## config.mk

```make
export PLATFORM = sky130hd
export DESIGN_NAME = lzfbd_ctrl
export DESIGN_NICKNAME = d
export VERILOG_FILES = /design/src/lzfbd_pkg.sv /design/src/lzfbd_ctrl.sv
export SDC_FILE = /design/constraint.sdc
export NUM_CORES = 1
export LEC_CHECK = 0
export BUFFER_PORTS_ARGS = -buffer_cell sky130_fd_sc_hd__buf_2
export CAP_MARGIN = 30
export CORE_AREA = 5 5 42 44
export CTS_CLUSTER_DIAMETER = 40
export DETAILED_ROUTE_END_ITERATION = 16
export DIE_AREA = 0 0 47 49
export PLACE_DENSITY_LB_ADDON = 0.25
export SYNTH_ARGS = -nofsm -noshare
export SYNTH_HDL_FRONTEND = slang
export SYNTH_SLANG_ARGS = --single-unit
export TNS_END_PERCENT = 10
```

## constraint.sdc

```tcl
create_clock -name clk -period 2.5 [get_ports clk]
set_clock_uncertainty 0.2 [all_clocks]
set_input_delay 0.25 -clock clk [delete_from_list [all_inputs] [get_ports clk]]
set_output_delay 0.25 -clock clk [all_outputs]
set_load 0.01 [all_outputs]
```

## src/lzfbd_pkg.sv

```systemverilog
// Shared types and constants for the LZSS flag-byte decompressor.
package lzfbd_pkg;

	localparam int unsigned BYTE_W    = 8;
	localparam int unsigned COUNT_W   = 24;
	localparam int unsigned LEN_W     = 5;
	localparam int unsigned DIST_W    = 12;
	localparam int unsigned FLAGCNT_W = 4;

	localparam logic [FLAGCNT_W-1:0] FLAGS_PER_BYTE = 4'd8;
	localparam logic [LEN_W-1:0]     LEN_BIAS       = 5'd2;
	localparam logic [DIST_W-1:0]    DIST_BIAS      = 12'd1;
	localparam logic [COUNT_W-1:0]   OUT_LEN_RESET  = 24'd1;

	typedef struct packed {
		logic [BYTE_W-1:0] in_byte;
		logic              start_item;
	} in_item_t;

	typedef struct packed {
		logic [BYTE_W-1:0] out_byte;
		logic              run_last;
		logic              item_done;
		logic              status;
	} out_item_t;

	typedef enum logic [1:0] {
		TOK_NONE,
		TOK_LIT,
		TOK_COPY
	} tok_kind_t;

	typedef struct packed {
		logic capture;
		logic decode;
		logic lit_emit;
		logic copy_rd;
		logic copy_wr;
	} ctrl_cmd_t;

	typedef struct packed {
		tok_kind_t kind;
		logic      out_free;
		logic      copy_last;
	} dp_status_t;

endpackage

```

## src/lzfbd_ctrl.sv

```systemverilog
// Controller state machine: sequences accept, decode, literal and copy steps.
module lzfbd_ctrl (
	input  logic                 clk,
	input  logic                 arst_n,
	input  logic                 in_valid,
	output logic                 in_stall,
	input  lzfbd_pkg::dp_status_t sts,
	output lzfbd_pkg::ctrl_cmd_t  cmd
);

	typedef enum logic [2:0] {
		ST_IDLE,
		ST_DECODE,
		ST_LIT,
		ST_CRD,
		ST_CWR
	} state_t;

	state_t state_q;

	assign in_stall = (state_q != ST_IDLE);

	always_comb begin
		cmd          = '0;
		cmd.capture  = in_valid && (state_q == ST_IDLE);
		cmd.decode   = (state_q == ST_DECODE);
		cmd.lit_emit = (state_q == ST_LIT) && sts.out_free;
		cmd.copy_rd  = (state_q == ST_CRD);
		cmd.copy_wr  = (state_q == ST_CWR) && sts.out_free;
	end

	always_ff @(posedge clk or negedge arst_n) begin
		if (!arst_n) begin
			state_q <= ST_IDLE;
		end else begin
			unique case (state_q)
				ST_IDLE: begin
					if (in_valid) state_q <= ST_DECODE;
				end
				ST_DECODE: begin
					unique case (sts.kind)
						lzfbd_pkg::TOK_LIT:  state_q <= ST_LIT;
						lzfbd_pkg::TOK_COPY: state_q <= ST_CRD;
						default:             state_q <= ST_IDLE;
					endcase
				end
				ST_LIT: begin
					if (sts.out_free) state_q <= ST_IDLE;
				end
				ST_CRD: begin
					state_q <= ST_CWR;
				end
				ST_CWR: begin
					if (sts.out_free && sts.copy_last) state_q <= ST_IDLE;
				end
				default: state_q <= ST_IDLE;
			endcase
		end
	end

endmodule

```

==> results.md <==
- Status: finished, final reports clean
- Crit path launch type: flip-flop
- Top Ports: 13
- Die width: 47 um
- Total CTS buffers: 3
- Number of max-cap violations: 0
- Ant. Diodes: 0
- Worst setup EP type: output port
- Comb power frac: 0.423
- Reg power frac: 0.332
- Synth Warn #: 0
- Area of the die: 2300 um2
- P_int: 0.218 mW
- Slowest Stage Delay on Critical Path: 0.49 ns
- Most common library cells after synthesis: dfrtp_1 (3), and4bb_2 (2), nand2_1 (2), nor3b_1 (2), or3b_1 (2)
- M2 GR Usage: 0.0882
- TritonCTS clock tree: built
- Worst-Margin Slew: 0.262 ns
- Post-synth EDFFs: 0
- CTS H-tree depth: 1
- Syn nets: 29
- Initial DRT Pass Iterations: 2
- Largest register FFs: 3
- Largest regs: state_q (3)
- NumNets Final: 46
- Ratio of cells with drive above 1 in the final layout: 0.541
- Worst flop-to-flop path startpoint: state_q[1]
- Via density: 4.26
- Post-synth top flop: dfrtp_1
- Minimum clock period: 1.78 ns
- Synth cell types: 15
- Port Buffers: 12
- Net Switching: 0.137 mW
- Clk pwr share: 0.245
- Most common cell in the netlist: dfrtp_1
- Via count: 226
- # DRC: 0
- Slew HR: 0.826
- Synth-to-Final Area Change: 47.7%
- Post-Route Setup TNS: 0 ns
- Initial DRC Count: 2
- Mapped Area: 220 um2
- Area leader, netlist: dfrtp_1
- Post-CTS Resized: 0
- Post-Layout Cell Count: 53
- Core Footprint: 1400 um2
- Post-synthesis sequential area ratio: 0.341
- RSZ-0062 raised after global routing: no
- Syn_area_per_cell: 10.5 um2
- Crit path cell chain: or3_2 -> buf_2
- Die height: 49 um
- Number of core rows: 14
- Power per Cell Area: 1090 nW/um2
- Share of the synthesized area in the top cell type: 0.341
- Slowest CP cell: or3_2
- First-pass GRT wire length: 979 um
- Hold slack: 0.102 ns
- Hold Crit Class: input pin to flip-flop
- Latest clock arrival within the worst-skew pair: 0.24 ns
- Total gr overflow: 0
- Final wirelength: 561 um
- Max Fclk: 563 MHz
- GRT met1 Usage: 0.0597
- WP data required: 2.05 ns
- Cells after Synth: 21
- Most used routing layer: met4
- Most flops, register: state_q
- Max FO, Critical Path: 9
- Final ANT Viol Nets: 0
- Tcrit/Tclk final: 0.710
- Switching part of the total: 0.385
- Pre-CTS WS: 0.966 ns
- Register bit total from synthesis: 3
- Worst setup margin: 0.724 ns
- Clk root buf: clkbuf_4
- Crit path kind: flip-flop to output port
- Initial antenna violation count: 0
- Min-delay src: sts[0]
- Number of global-route vias before repair: 228
- CP startpoint: state_q[2]
- Max IR drop VDD: 0.304 mV
- Final setup fails: 0
- Sink Count: 3
- Overall global routing resource usage: 0.0656
- GPL Wtd Cong: 0.665
- Cell total after placement: 48
- Grt met3 use: 0.0221
- Worst-path clk slew: 0.04 ns
- Routed length per instance: 10.6 um
- Share of flip-flops with an asynchronous set or reset: 1.00
- Synth area leaders: dfrtp_1 (34%), and4bb_2 (11%), or3b_1 (8.0%)
- Fin. max-slew vios: 0
- Critical path arrival: 1.33 ns
- Pleak: 0.172 nW
- Longest Clk Path Bufs: 2
- Final Hold Vio Count: 0
- Largest net degree at the start of global routing: 11
- Initial Utilization: 0.157
-- metrics by stage --
stage,utilization,power [mW],cell area (um2)
detailed placement,0.206,0.272,289
finish,0.232,0.355,325
CTS,0.232,0.364,325
global route,0.232,0.394,325
global placement,0.206,0.275,289
floorplan,-,0.222,220
-- power groups by stage --
stage                     logic (mW)  registers [mW]  clock network (mW)
final                          0.150           0.118              0.0872
after global routing           0.165           0.127               0.101
after CTS                      0.153           0.120              0.0914
after detailed placement       0.152           0.120                   0
after global placement         0.153           0.122                   0
after floorplan                0.127          0.0947                   0
-- repair_timing --
action	in CTS	in global routing
hold buffers	1	0
hold endpoints to repair	3	0
buffers inserted	0	0
-- layer usage --
metal / routed length, um / vias to the layer above
met2: 297 / 7
met1: 203 / 106
met3: 21 / 4
met4: 39 / 0
li1: - / 109
met5: 0 / -
-- cell type report --
type | instances | area [um2]
clock buffers | 4 | 26.3
well taps | 16 | 20.0
multi-input cells | 16 | 130
inverters | 1 | 3.75
fillers | 164 | 1080
repair buffers | 13 | 70.1
flip-flops and latches | 3 | 75.1
-- critical path: cells and delay by family (launching register included) --
kind | cells | cell delay, ns
buffers and inverters | 1 | 0.15
DFF | 1 | 0.45
and+or+nand+nor | 1 | 0.49
-- cell usage in the layout, fill, tap and decap left out, drive strengths merged --
cell	Yosys	routed
a211oi	1	1
a21o	1	1
a21oi	1	1
and3b	1	1
and4bb	2	2
buf	1	12
clkbuf	0	4
dfrtp	3	3
dlygate4sd3	0	1
ha	1	1
inv	1	1
nand2	2	2
nand2b	1	1
nor3	1	1
nor3b	2	2
or3	1	1
or3b	2	2
-- final timing paths --
kind / end / slack (ns) / cells after the start
setup / recovery: in_stall / 0.72 / 2
hold / removal: state_q[2] / 0.10 / 3
setup reg to reg: state_q[1] / 1.22 / 2
hold reg to reg: state_q[1] / 0.36 / 1
max in group asynchronous: state_q[1] / 1.86 / 2
min in group asynchronous: state_q[2] / 0.13 / 2
-- cells by family (layout without fill, tap and decap cells) --
group / Yosys count / count (layout) / synth area share
fa+ha+maj: 1 / 1 / 0.0568
flops: 3 / 3 / 0.341
compound gates: 3 / 3 / 0.108
buf+inv: 2 / 18 / 0.0682
simple gates: 12 / 12 / 0.426
No activity file was read; power rests on OpenSTA's default activity.
